**config.mk**
```make
export PLATFORM = sky130hd
export DESIGN_NAME = nfr_front
export DESIGN_NICKNAME = d
export VERILOG_FILES = /design/src/rtl/nfr_pkg.sv /design/src/rtl/nfr_front.sv
export SDC_FILE = /design/constraint.sdc
export NUM_CORES = 2
export LEC_CHECK = 0
export BUFFER_PORTS_ARGS = -buffer_cell sky130_fd_sc_hd__buf_4
export CAP_MARGIN = 20
export CORE_MARGIN = 4
export CORE_UTILIZATION = 41
export DETAILED_ROUTE_END_ITERATION = 10
export HOLD_SLACK_MARGIN = 0.05
export SYNTH_ARGS = -nofsm -noshare
export SYNTH_HDL_FRONTEND = slang
export SYNTH_SLANG_ARGS = --single-unit
```
**constraint.sdc**
```tcl
create_clock -name clk -period 12.5 [get_ports clk]
set_input_delay 0.625 -clock clk [delete_from_list [all_inputs] [get_ports clk]]
set_output_delay 0.625 -clock clk [all_outputs]
set_load 0.05 [all_outputs]
```
**src/rtl/nfr_pkg.sv**
```systemverilog
// Shared types and constants for the normal frame rotate unit.
// No dependencies; the datapath modules and the top level refer to this package by scoped names.
package nfr_pkg;

	localparam int ROOT_W    = 32;
	localparam int SQ_STEPS  = ROOT_W;
	localparam int RAD_W     = 2 * ROOT_W;
	localparam int SQ_REM_W  = ROOT_W + 4;
	localparam int DIV_NUM_W = 50;
	localparam int DIV_DEN_W = ROOT_W;
	localparam int DIV_Q_W   = 17;
	localparam int DIV_R_W   = DIV_NUM_W + 1;
	localparam int T_SHIFT   = 30;
	localparam int B_SHIFT   = 16;
	localparam int OUT_SHIFT = 14;

	typedef logic signed [15:0] q14_t;
	typedef q14_t [2:0] vec3_t;
	typedef logic signed [DIV_Q_W:0] quot_t;
	typedef quot_t [2:0] quot3_t;

	typedef struct packed {
		vec3_t             l;
		vec3_t             n;
		logic [2:0][15:0]  c_mag;
		logic [2:0]        c_neg;
		logic [31:0]       s;
		logic [31:0]       n2;
		logic              deg;
	} front_t;

	typedef struct packed {
		vec3_t             l;
		vec3_t             n;
		logic [ROOT_W-1:0] rn;
		logic              deg;
	} sidet_t;

	typedef struct packed {
		vec3_t l;
		vec3_t n;
		vec3_t t;
		logic  deg;
	} sideb_t;

	localparam int SIDE_W = $bits(sideb_t);

endpackage

```
**src/rtl/nfr_front.sv**
```systemverilog
// Front end: input capture, helper axis choice, cross product and squared lengths.
// Depends on nfr_pkg.
module nfr_front (
	input  logic            clk,
	input  logic            arst_n,
	input  logic            en,
	input  logic            vin,
	input  nfr_pkg::vec3_t  l,
	input  nfr_pkg::vec3_t  n,
	output logic            vout,
	output nfr_pkg::front_t fr
);

	logic [2:0]       vld_q;
	nfr_pkg::vec3_t   l_s1, n_s1, l_s2, n_s2;
	logic [2:0][15:0] cm_s2;
	logic [2:0]       cn_s2;
	logic             selx_s2;
	logic [31:0]      sqx_s2, sqy_s2, sqz_s2;
	nfr_pkg::front_t  fr_s3;
	logic [15:0]      ax, ay, az;

	always_ff @(posedge clk or negedge arst_n) begin
		if (!arst_n) begin
			vld_q <= '0;
		end else if (en) begin
			vld_q <= {vld_q[1:0], vin};
		end
	end

	always_comb begin
		ax = n_s1[0][15] ? 16'(~n_s1[0] + 16'sd1) : n_s1[0];
		ay = n_s1[1][15] ? 16'(~n_s1[1] + 16'sd1) : n_s1[1];
		az = n_s1[2][15] ? 16'(~n_s1[2] + 16'sd1) : n_s1[2];
	end

	always_ff @(posedge clk) begin
		if (en) begin
			l_s1 <= l;
			n_s1 <= n;
			l_s2 <= l_s1;
			n_s2 <= n_s1;
			selx_s2 <= ax < ay;
			sqx_s2 <= ax * ax;
			sqy_s2 <= ay * ay;
			sqz_s2 <= az * az;
			if (ax < ay) begin
				cm_s2 <= {ay, az, 16'd0};
				cn_s2 <= {~n_s1[1][15] & (n_s1[1] != 16'sd0), n_s1[2][15], 1'b0};
			end else begin
				cm_s2 <= {ax, 16'd0, az};
				cn_s2 <= {n_s1[0][15], 1'b0, ~n_s1[2][15] & (n_s1[2] != 16'sd0)};
			end
			fr_s3.l     <= l_s2;
			fr_s3.n     <= n_s2;
			fr_s3.c_mag <= cm_s2;
			fr_s3.c_neg <= cn_s2;
			fr_s3.s     <= sqz_s2 + (selx_s2 ? sqy_s2 : sqx_s2);
			fr_s3.n2    <= sqx_s2 + sqy_s2 + sqz_s2;
			fr_s3.deg   <= (sqz_s2 + (selx_s2 ? sqy_s2 : sqx_s2)) == 32'd0;
		end
	end

	assign vout = vld_q[2];
	assign fr   = fr_s3;

endmodule

```
# Yosys cells after proc, flatten, opt, wreduce, memory -nomap -nowiden
# Cells that the tools add are included.
[word_totals]
register_bits = 555
in_bits = 100
output_inout_bits = 213
[op_classes]
addsub = 6
multipliers = 3
order_cmp = 1
n_mux = 6
bitwise = 7
reduce_logical = 3
[op_table]
columns = ["operator", "count"]
rows = [
  ["$add A32 B32 Y32", 3],
  ["$mul A16 B16 Y32", 3],
  ["$add A16 B2 Y16 const B", 3],
  ["$mux W16", 3],
  ["$mux W48", 1],
  ["$not A16 Y16", 3],
  ["$logic_not A32 Y1", 1],
  ["$mux W32", 1],
  ["$reduce_bool A16 Y1", 2],
  ["$lt A16 B16 Y1", 1],
  ["$mux W3", 1],
  ["$and A1 B1 Y1", 2],
  ["$not A1 Y1", 2],
]

# Logic depth before layout (Yosys ltp)
[depth]
depth_word = 5
depth_mapped = 33
mapped_depth_nobuf = 32

# Worst setup path after synthesis
# OpenSTA, ideal clock, no wires.
[synth_path]
path_type = "reg2reg"
startpoint = "register n_s1[0] in the netlist's numbering"
endpoint = "register sqx_s2[25], data pin"
arrival_ns = 8.063
required_ns = 12.242
setup_slack_ns = 4.178
path_stages_with_launch = 32
n_path_buf = 1
period_less_slack_ns = 8.322
path_cell_list = "edfxtp_1 clkinv_1 clkbuf_1 ha_1 nand2_1 or4_1 o21ai_0 xor2_1 clkinv_1 nand2_1 inv_1 fa_1 inv_1 fa_1 inv_1 fa_1 inv_1 fa_1 inv_1 fa_1 fa_1 ha_1 a21o_1 a21o_1 a31oi_1 o21ai_0 a221o_1 a211o_1 a21o_1 a21o_1 a21oi_1 xnor2_1"
[synth_between]
elab_chain_len = 4
[synth_rtl]
columns = ["item", "line_no", "text"]
rows = [
  ["start, declared", "nfr_front.sv:15", "nfr_pkg::vec3_t l_s1, n_s1, l_s2, n_s2;"],
  ["start signal, assigned", "nfr_front.sv:40", "n_s1 <= n;"],
  ["$not A16 Y16", "nfr_front.sv:32", "ax = n_s1[0][15] ? 16'(~n_s1[0] + 16'sd1) : n_s1[0];"],
  ["$add A16 B2 Y16", "nfr_front.sv:32", ""],
  ["$mux W16 *", "nfr_front.sv:32", ""],
  ["$mul A16 B16 Y32 *", "nfr_front.sv:44", "sqx_s2 <= ax * ax;"],
  ["end signal, assigned", "nfr_front.sv:44", ""],
  ["end, declared", "nfr_front.sv:19", "logic [31:0] sqx_s2, sqy_s2, sqz_s2;"],
]
# Mark *: on every way between the ends. The rest lies on a longest branch, timed or not.
# A chain may end at the register's enable or synchronous reset.

# Worst setup path in the final report
[layout_path]
startpoint = "register n_s1[0] in the netlist's numbering"
endpoint = "register sqx_s2[31], data pin"
# Same word-level chain as after synthesis.

==> reports/summary.txt <==
status - finished clean
Final ANT Viol Nets - 0
Fin Clk Skew - 0.0443 ns
Critical Path Fanout Max - 17
post-synthesis sequential area ratio - 39.0%
RSZ-0062 raised after global routing - false
slowest stage delay, CP - 0.61 ns
root buf cell - clkbuf_16
Pre-Repair DR Iteration Count - 5
final setup fails - 0
Yosys top cell by area - edfxtp_1
max_cap viols - 0
DP Wirelength - 74700 microns
grt total ovfl - 0
endpoints failing hold - 0
Worst Hold Launch - n[35]
io pins - 313
dominant synthesized flop cell - edfxtp_1
Tightest Pin Transition - 1.11 ns
area of the multi-input gates - 23000 sq um
Rel. slew slack - 25.7%
die height - 329 microns
initial antenna violation count - 3
gr usage total - 18.0%
Crit-path slowest cell - xor2_1
Req. time, crit path - 12.92 ns
Hold Path Class - in -> reg
Most Frequent Cell on Critical Path - fa_1
Netlist Area Pre-Place - 42300 sq um
flop-to-flop setup slack - 2.98 ns
Post-synth EDFFs - 546
Via-to-Cell Ratio - 4.94
Die ar. - 108000 sq um
cell count after synthesis - 3551
# diodes - 0
WS Path Type - reg -> reg
CTS buffer count - 61
GP Congestion - 0.882
post-route setup TNS - 0 ns
mean post-synth cell area - 11.9 sq um
CP Launch Type - flop
first-pass GRT wire length - 152000 microns
layout cells sized above 1 - 12.3%
latest clock arrival within the worst-skew pair - 0.68 ns
clock tree buffer depth - 3
TritonCTS clock tree - done
Slew Limit Fails - 0
count of clock tree sinks - 549
Register Area - 16500 sq um
port bufs - 312
fin crit share - 76.1%
Die Wd - 329 microns
Avg WL per Cell - 17.7 microns
min Tclk post-route - 9.52 ns
DRT Wirelength - 95200 microns
Critical path origin - n_s1[0]$_DFFE_PP_
Via Count - 26500
vias in the first global route - 27900
synth unique cells - 67
row cnt - 117
Area Growth Syn to Fin - 14.9%
synthesis-stage register bit count - 549
NumNets Final - 4929
CP arrival - 9.93 ns
Post-synth ARST share - 0.546%
worst reg2reg startpoint - n_s1[0]$_DFFE_PP_
post-synth top area share - 38.8%
DRC Markers - 0
post-CTS setup buffer count - 0
Synthesis Warnings - 0
largest net degree at the start of global routing - 161
initial core utilization - 41.4%
Post-synth top cells - inv_1 (708), edfxtp_1 (546), fa_1 (520), ha_1 (364), nor2_1 (275)
core area - 102000 sq um
H-tree depth - 2
Setup crit end kind - flop
most common cell in the synthesized netlist - inv_1
DR iter-0 viols - 1524
f_max - 105 MHz
# fillers - 9327
CTS clk-pin slew, worst paths - 0.06 ns
Synth area leaders - edfxtp_1 (39%), fa_1 (25%), ha_1 (11%)
-- layer usage --
metal	track usage (%)	share of wire, %
met5	0	0
met3	3.84	6.3
met1	24.5	43
met2	29.2	47
met4	4.94	2.8
-- path summary, 6_finish.rpt --
path	end	cells after the start
max	sqx_s2[31]$_DFFE_PP_	30
min	n_s1[35]$_DFFE_PP_	1
max reg2reg	sqx_s2[31]$_DFFE_PP_	30
min reg2reg	fr[127]$_DFFE_PP_	0
max in group asynchronous	vld_q[1]$_DFFE_PN0P_	2
min in group asynchronous	vld_q[0]$_DFFE_PN0P_	2
-- layout make-up --
type	instances	area share [%]
clock buffer	71	3.22
clock inverter	44	0.871
inverter	734	5.67
multi-input combinational	2246	47.3
sequential	549	33.9
tap	1368	3.52
timing repair buffer	353	5.53
-- worst max-delay path: cells and delay by family, from the launching register on --
kind	cells	cell delay [ns]
adders and majority gates	8	3.57
AOI/OAI and AO/OA	9	2.27
buffers and inverters	7	1.28
and+or+nand+nor	4	0.95
xor gates and xnor gates	2	0.70
DFF	1	0.51
-- stage by stage --
stage,cells,utilization (%),setup WS (ns),area (sq um),hold WS (ns)
finish,5365,47.6,2.98,48600,0.124
global route,5365,47.6,2.23,48600,0.0739
CTS,5363,47.6,3.02,48600,0.0624
detailed placement,5247,45.6,3.07,46600,0.405
global placement,5247,45.6,3.32,46600,0.400
floorplan,3585,-,4.18,42400,0.329
-- placed cells by master (no fill, tap or decap), types with 36 or more instances in the layout --
| master | instances |
|---|---|
| a21o_1 | 71 |
| a21oi_1 | 102 |
| buf_4 | 349 |
| clkbuf_16 | 61 |
| clkinv_1 | 38 |
| conb_1 | 36 |
| edfxtp_1 | 546 |
| fa_1 | 520 |
| ha_1 | 364 |
| inv_1 | 708 |
| nand2_1 | 255 |
| nor2_1 | 275 |
| o21ai_0 | 59 |
| xnor2_1 | 131 |
| xor2_1 | 62 |
-- state kept, by name, indices dropped and copies added (netlist names) --
signal	count
sqz_s2	30
l_s1	48
sqx_s2	30
fr	212
cm_s2	48
vld_q	3
sqy_s2	30
selx_s2	1
cn_s2	3
n_s2	48
l_s2	48
n_s1	48
-- timing repair --
action | 4_1_cts | 5_1_grt
hold buffers | 1 | 0
hold endpoints to repair | 3 | 0
gates resized for setup | 0 | 0
-- cells by family after synthesis --
group           after synthesis  share of synthesized area [%]
fa+ha+maj                   884                           35.4
buf+inv                     790                           7.02
simple gates                706                           7.27
flops                       549                           39.0
compound gates              375                           5.95
xor+xnor                    193                           4.00
mux                          52                           1.34
other cells                   2                         0.0178
Power is left out: the tool's default activity adds up to more than one toggle a clock period on the data nets, which glitch-free logic cannot reach.
