`src/rtl/nfr_pkg.sv`:
```
// Shared types and constants for the normal frame rotate unit.
// No dependencies; the datapath modules and the top level refer to this package by scoped names.
package nfr_pkg;

	localparam int ROOT_W    = 32;
	localparam int SQ_STEPS  = ROOT_W;
	localparam int RAD_W     = 2 * ROOT_W;
	localparam int SQ_REM_W  = ROOT_W + 4;
	localparam int DIV_NUM_W = 50;
	localparam int DIV_DEN_W = ROOT_W;
	localparam int DIV_Q_W   = 17;
	localparam int DIV_R_W   = DIV_NUM_W + 1;
	localparam int T_SHIFT   = 30;
	localparam int B_SHIFT   = 16;
	localparam int OUT_SHIFT = 14;

	typedef logic signed [15:0] q14_t;
	typedef q14_t [2:0] vec3_t;
	typedef logic signed [DIV_Q_W:0] quot_t;
	typedef quot_t [2:0] quot3_t;

	typedef struct packed {
		vec3_t             l;
		vec3_t             n;
		logic [2:0][15:0]  c_mag;
		logic [2:0]        c_neg;
		logic [31:0]       s;
		logic [31:0]       n2;
		logic              deg;
	} front_t;

	typedef struct packed {
		vec3_t             l;
		vec3_t             n;
		logic [ROOT_W-1:0] rn;
		logic              deg;
	} sidet_t;

	typedef struct packed {
		vec3_t l;
		vec3_t n;
		vec3_t t;
		logic  deg;
	} sideb_t;

	localparam int SIDE_W = $bits(sideb_t);

endpackage

```
`src/rtl/nfr_cross.sv`:
```
// Cross product of the tangent with the normal, split into magnitude and sign for
// the bitangent divider. Depends on nfr_pkg.
module nfr_cross (
	input  logic                        clk,
	input  logic                        arst_n,
	input  logic                        en,
	input  logic                        vin,
	input  nfr_pkg::quot3_t             tq,
	input  nfr_pkg::sidet_t             side_in,
	output logic                        vout,
	output logic [2:0][31:0]            e_mag,
	output logic [2:0]                  e_neg,
	output logic [nfr_pkg::ROOT_W-1:0]  rn,
	output nfr_pkg::sideb_t             side_out
);

	logic [1:0]                      vld_q;
	logic signed [31:0]              pa_s1 [0:2];
	logic signed [31:0]              pb_s1 [0:2];
	nfr_pkg::vec3_t                  t_s1;
	nfr_pkg::sidet_t                 sd_s1;
	logic [2:0][31:0]                em_s2;
	logic [2:0]                      en_s2;
	logic [nfr_pkg::ROOT_W-1:0]      rn_s2;
	nfr_pkg::sideb_t                 sd_s2;
	nfr_pkg::vec3_t                  t;
	logic signed [32:0]              e [0:2];

	always_comb begin
		for (int j = 0; j < 3; j++) begin
			t[j] = tq[j][15:0];
			e[j] = 33'(pa_s1[j]) - 33'(pb_s1[j]);
		end
	end

	always_ff @(posedge clk or negedge arst_n) begin
		if (!arst_n) begin
			vld_q <= '0;
		end else if (en) begin
			vld_q <= {vld_q[0], vin};
		end
	end

	always_ff @(posedge clk) begin
		if (en) begin
			pa_s1[0] <= $signed(t[1]) * $signed(side_in.n[2]);
			pb_s1[0] <= $signed(t[2]) * $signed(side_in.n[1]);
			pa_s1[1] <= $signed(t[2]) * $signed(side_in.n[0]);
			pb_s1[1] <= $signed(t[0]) * $signed(side_in.n[2]);
			pa_s1[2] <= $signed(t[0]) * $signed(side_in.n[1]);
			pb_s1[2] <= $signed(t[1]) * $signed(side_in.n[0]);
			t_s1  <= t;
			sd_s1 <= side_in;
			for (int j = 0; j < 3; j++) begin
				em_s2[j] <= e[j][32] ? 32'(-e[j]) : 32'(e[j]);
				en_s2[j] <= e[j][32];
			end
			rn_s2     <= sd_s1.rn;
			sd_s2.l   <= sd_s1.l;
			sd_s2.n   <= sd_s1.n;
			sd_s2.t   <= t_s1;
			sd_s2.deg <= sd_s1.deg;
		end
	end

	assign vout     = vld_q[1];
	assign e_mag    = em_s2;
	assign e_neg    = en_s2;
	assign rn       = rn_s2;
	assign side_out = sd_s2;

endmodule

```
`config.mk`:
```
export PLATFORM = sky130hd
export DESIGN_NAME = nfr_cross
export DESIGN_NICKNAME = d
export VERILOG_FILES = /design/src/rtl/nfr_pkg.sv /design/src/rtl/nfr_cross.sv
export SDC_FILE = /design/constraint.sdc
export NUM_CORES = 2
export LEC_CHECK = 0
export BUFFER_PORTS_ARGS = -buffer_cell sky130_fd_sc_hd__buf_4
export CORE_UTILIZATION = 60
export CTS_CLUSTER_DIAMETER = 30
export DETAILED_ROUTE_END_ITERATION = 8
export GPL_ROUTABILITY_DRIVEN = 0
export PLACE_DENSITY = 0.89
export SYNTH_ARGS = -nofsm -noshare
export SYNTH_HDL_FRONTEND = slang
export SYNTH_SLANG_ARGS = --single-unit
```
`constraint.sdc`:
```
create_clock -name clk -period 8.55 [get_ports clk]
set_clock_uncertainty 0.2 [all_clocks]
set_input_delay 1.2825 -clock clk [delete_from_list [all_inputs] [get_ports clk]]
set_output_delay 1.2825 -clock clk [all_outputs]
set_load 0.05 [all_outputs]
```
-- Yosys cells after proc, flatten, opt, wreduce, memory -nomap -nowiden
Memory sizes are Yosys's and may differ from the RTL's.
Cells that the tools add are included.
- output and inout bits: 277
- memory bits (writable): 192
- input port bits: 187
- logic and storage cells: 46
- register bits: 455
- memories: 2
- add/sub/neg operators: 6
- multipliers: 6
- muxes and demuxes: 5
- memory list (memory ; depth ; bits a word ; rd ports ; clocked after Yosys merged registers in ; write ports ; RTL line ; text):
    pa_s1 ; 3 ; 32 ; 3 ; 0 ; 3 ; nfr_cross.sv:18 ; logic signed [31:0] pa_s1 [0:2];
    pb_s1 ; 3 ; 32 ; 3 ; 0 ; 3 ; nfr_cross.sv:19 ; logic signed [31:0] pb_s1 [0:2];
- operators by type and width (kind ; count):
    16-bit by 16-bit multiplier with 32-bit output ; 6
    32-bit by 32-bit subtractor with 33-bit output ; 3
    32-bit 2-to-1 mux ; 3
    32-bit negator ; 3
    1-bit 2-to-1 mux ; 2

-- Depth between registers and ports, before layout
- depth after elaboration: 3
- mapped depth: 25
- depth with buffers taken out: 24

-- Worst setup path after synthesis
Ideal clock, no wire load.
- path type: input port to flip-flop
- start point: in side_in[40] in the netlist's numbering
- end point: mem pa_s1[1][31] (netlist: pa_s1[0][63]) (data pin)
- data required time: 8.090 ns
- stages: 25
- setup time: 0.260 ns
- data arrival time: 7.411 ns
- path buffers: 1
- setup slack: 0.679 ns
- cell sequence: clkbuf_1 > nand2_1 > fa_1 > inv_1 > fa_1 > inv_1 > fa_1 > inv_1 > fa_1 > fa_1 > inv_1 > fa_1 > inv_1 > ha_1 > a21o_1 > a21o_1 > a21o_1 > a21o_1 > a2111oi_0 > o31ai_1 > nor4_1 > o311ai_0 > a221o_1 > a21oi_1 > xnor2_1
- RTL lines (what ; RTL line ; text):
    start, declared ; nfr_cross.sv:9 ; input nfr_pkg::sidet_t side_in,
    end, declared ; nfr_cross.sv:18 ;

==> results.md <==
- Most frequent cells after synthesis: 1861 x inv_1, 1575 x fa_1, 811 x nand2_1, 774 x and2_1, 645 x edfxtp_1
- Final setup violation count: 0
- Initial cell density of the core: 0.606
- Nets@finish: 11034
- TritonCTS clock tree: done
- Post-synth EDFFs: 645
- Worst endpoint required time: 8.88 ns
- # rows: 138
- Share of post-route cells with drive strength above 1: 0.0941
- DRT Pass-1 Iters: 7
- Critical path type: in2reg
- Worst slew margin: 0.312
- Final Util: 0.678
- Critical path launch point type: input port
- Max FO, Critical Path: 13
- Drt wl/cell: 20.8 um
- Die Area: 145000 sq um
- Hold buffer count at cts: 0
- Crit-path leading delay family: adder cells
- Area contributors post-synth: fa_1 37%, edfxtp_1 23%, ha_1 8.6%
- Average cell area after synthesis: 10.3 sq um
- FMAX: 127 MHz
- Detail Route Antenna Nets: 0
- First-pass GRT wire length: 357000 um
- # IOs: about 460
- # port buffers: 457
- Cell Area, Synth: 86000 sq um
- Worst hold path type: in2async
- RSZ-0062 raised after global routing: false
- Post-route DRC: 0
- Crit-path max cell delay: 0.54 ns
- Post-synth cell types: 91
- Clk_lat worst skew: between 0.7 and 0.8 ns
- Syn Nets: 10673
- Max Cap Violations: 0
- CTS clk-pin slew, worst paths: around 0.05 ns
- Crit path buffers/inverters: 5
- Outcome: completed
- Worst-case clock buffer depth: 3
- Hold Violations, Final: 0
- Slew @ Worst Pin: 1.00 ns
- Initial antenna violation count: 13
- CP most frequent cell: fa_1
- Setup_tns: 0 ns
- H-tree levels: 4
- Largest area contributor in the netlist: fa_1
- Final period utilization: 0.919
- Yosys warnings: 0
- Worst path cell trace: buf_4 > and2_1 > fa_1 > inv_1 > fa_1 > inv_1 > fa_1 > fa_1 > fa_1 > inv_1 > fa_1 > inv_1 > ha_1 > a21o_1 > a21o_1 > a21o_1 > a21o_1 > a2111oi_0 > o31ai_1 > nor4_1 > o311ai_0 > a221o_1 > a21oi_1 > xnor2_1
- Num CTS Buffers: 140
- Largest net degree at the start of global routing: 168
- Grt ovf: 0
- Synth Register Bits: 647
- Die height: 381 um
- Core Area: 142000 sq um
- Pins Over Slew Limit: 0
- Sequential cell area fraction in the yosys report: 0.226
- PostCTS Resize Cnt: 0
- Synth Flop Type: edfxtp_1
- Vias per cell: 5.80
- Top cell type's share of synthesized area: 0.367
- DRT iter0 DRCs: 5436
- Minimum clock period: 7.86 ns
- HPWL Detailed: between 150000 and 200000 um
- Post-synthesis async set-or-reset flop share: 0.00309
- Clock sinks: 647
- Clock root buffer: clkbuf_16
- Area grow syn2layout: 11.9%
- Gr usage total: 0.316
- Setup bufs post-CTS: 0
- Final wirelength: around 220000 um
- Top-count cell post-synth: inv_1
- Syn Inst Count: ~8300
- Slowest-stage cell, CP: fa_1
- Vias: 62073
- Die X: roughly 380 um
- Worst Setup End Kind: register
- WP data arrival: 8.19 ns
- Vias in the first global route: roughly 70000
-- flip-flops by register name (all words and copies together), names as in the netlist --
register / cells
vld_q: 2
rn: 32
pb_s1: 96
pa_s1: 96
t_s1: 48
e_neg: 3
side_out: 145
sd_s1: 129
e_mag: 96
-- metrics by stage --
step,hold slack [ns],instance area [sq um],setup WS (ns),std cells
after CTS,0.0197,96200,0.913,10690
final,0.0781,96200,0.693,10695
after floorplan,0.200,86000,0.679,8320
after global routing,0.0377,96200,0.582,10691
after global placement,0.200,91300,0.240,10429
after detailed placement,0.205,91300,0.144,10429
-- cells in the final DEF (no fill, tap or decap), types with 13 or more instances in the layout --
| master | Yosys | layout |
|---|---|---|
| a21oi_1 | 230 | 230 |
| o21ai_0 | 123 | 123 |
| ha_1 | 591 | 591 |
| o211ai_1 | 19 | 19 |
| and2_1 | 774 | 774 |
| nand2_1 | 811 | 811 |
| a31o_2 | 14 | 14 |
| fa_1 | 1575 | 1575 |
| nor2_1 | 227 | 227 |
| o21a_1 | 45 | 45 |
| or3_1 | 24 | 24 |
| a211o_1 | 13 | 13 |
| and3_1 | 34 | 34 |
| xor2_1 | 107 | 107 |
| clkinv_1 | 0 | 13 |
| o2111ai_1 | 14 | 14 |
| or2_2 | 13 | 13 |
| a31oi_1 | 24 | 24 |
| o21bai_1 | 47 | 47 |
| nand2b_1 | 51 | 51 |
| nor3_1 | 61 | 61 |
| nor2b_1 | 36 | 36 |
| o31ai_1 | 17 | 17 |
| inv_6 | 0 | 25 |
| nand3_1 | 52 | 52 |
| a21o_1 | 93 | 93 |
| nand4_1 | 20 | 20 |
| buf_4 | 0 | 537 |
| edfxtp_1 | 645 | 645 |
| xnor2_1 | 257 | 257 |
| clkinvlp_4 | 0 | 14 |
| clkbuf_16 | 0 | 140 |
| a211oi_1 | 22 | 22 |
| inv_1 | 1861 | 1861 |
| bufinv_16 | 0 | 21 |
-- routing by layer --
layer | share of wire | up-vias | routed length [um] | GRT usage
met2 | 0.49 | 3542 | 108000 | 0.525
li1 | - | 26411 | - | -
met1 | 0.33 | 31042 | 73900 | 0.359
met3 | 0.11 | 1062 | 24500 | 0.0910
met5 | 0.00050 | - | 112 | 0
met4 | 0.072 | 16 | 16000 | 0.201
-- cell families (layout without fill, tap and decap cells) --
family / after synthesis / after routing / share of synthesized area
AOI/OAI and AO/OA: 772 / 772 / 0.0591
xor gates and xnor gates: 365 / 365 / 0.0373
adders and majority gates: 2166 / 2166 / 0.453
buffers and inverters: 2185 / 2665 / 0.0956
DFF: 647 / 647 / 0.226
muxes: 10 / 10 / 0.00121
other: 0 / 5 / 0
and+or+nand+nor: 2175 / 2175 / 0.128
-- final cells by class --
class	count	area [sq um]
multi-input combinational	5488	58300
fill	9594	45700
sequential	647	19400
inverter	1861	6990
timing repair buffer	543	4150
clock buffer	151	3540
tap	1890	2360
clock inverter	110	1440
antenna	5	12.5
-- final timing paths --
check / from / to / slack, ns / cells after the start
worst min register to register: sd_s1[127] / side_out[143] / 0.21 / 0
worst max-delay path: side_in[43] / pa_s1[0][63] / 0.69 / 24
min in group clk: sd_s1[127] / side_out[143] / 0.21 / 0
max in group asynchronous: arst_n / vld_q[1] / 7.98 / 1
worst min-delay path: arst_n / vld_q[0] / 0.08 / 1
worst max register to register: pa_s1[0][64] / e_mag[76] / 3.25 / 16
Power is left out: the tool's default activity adds up to more than one toggle a clock period on the data nets, which glitch-free logic cannot reach.
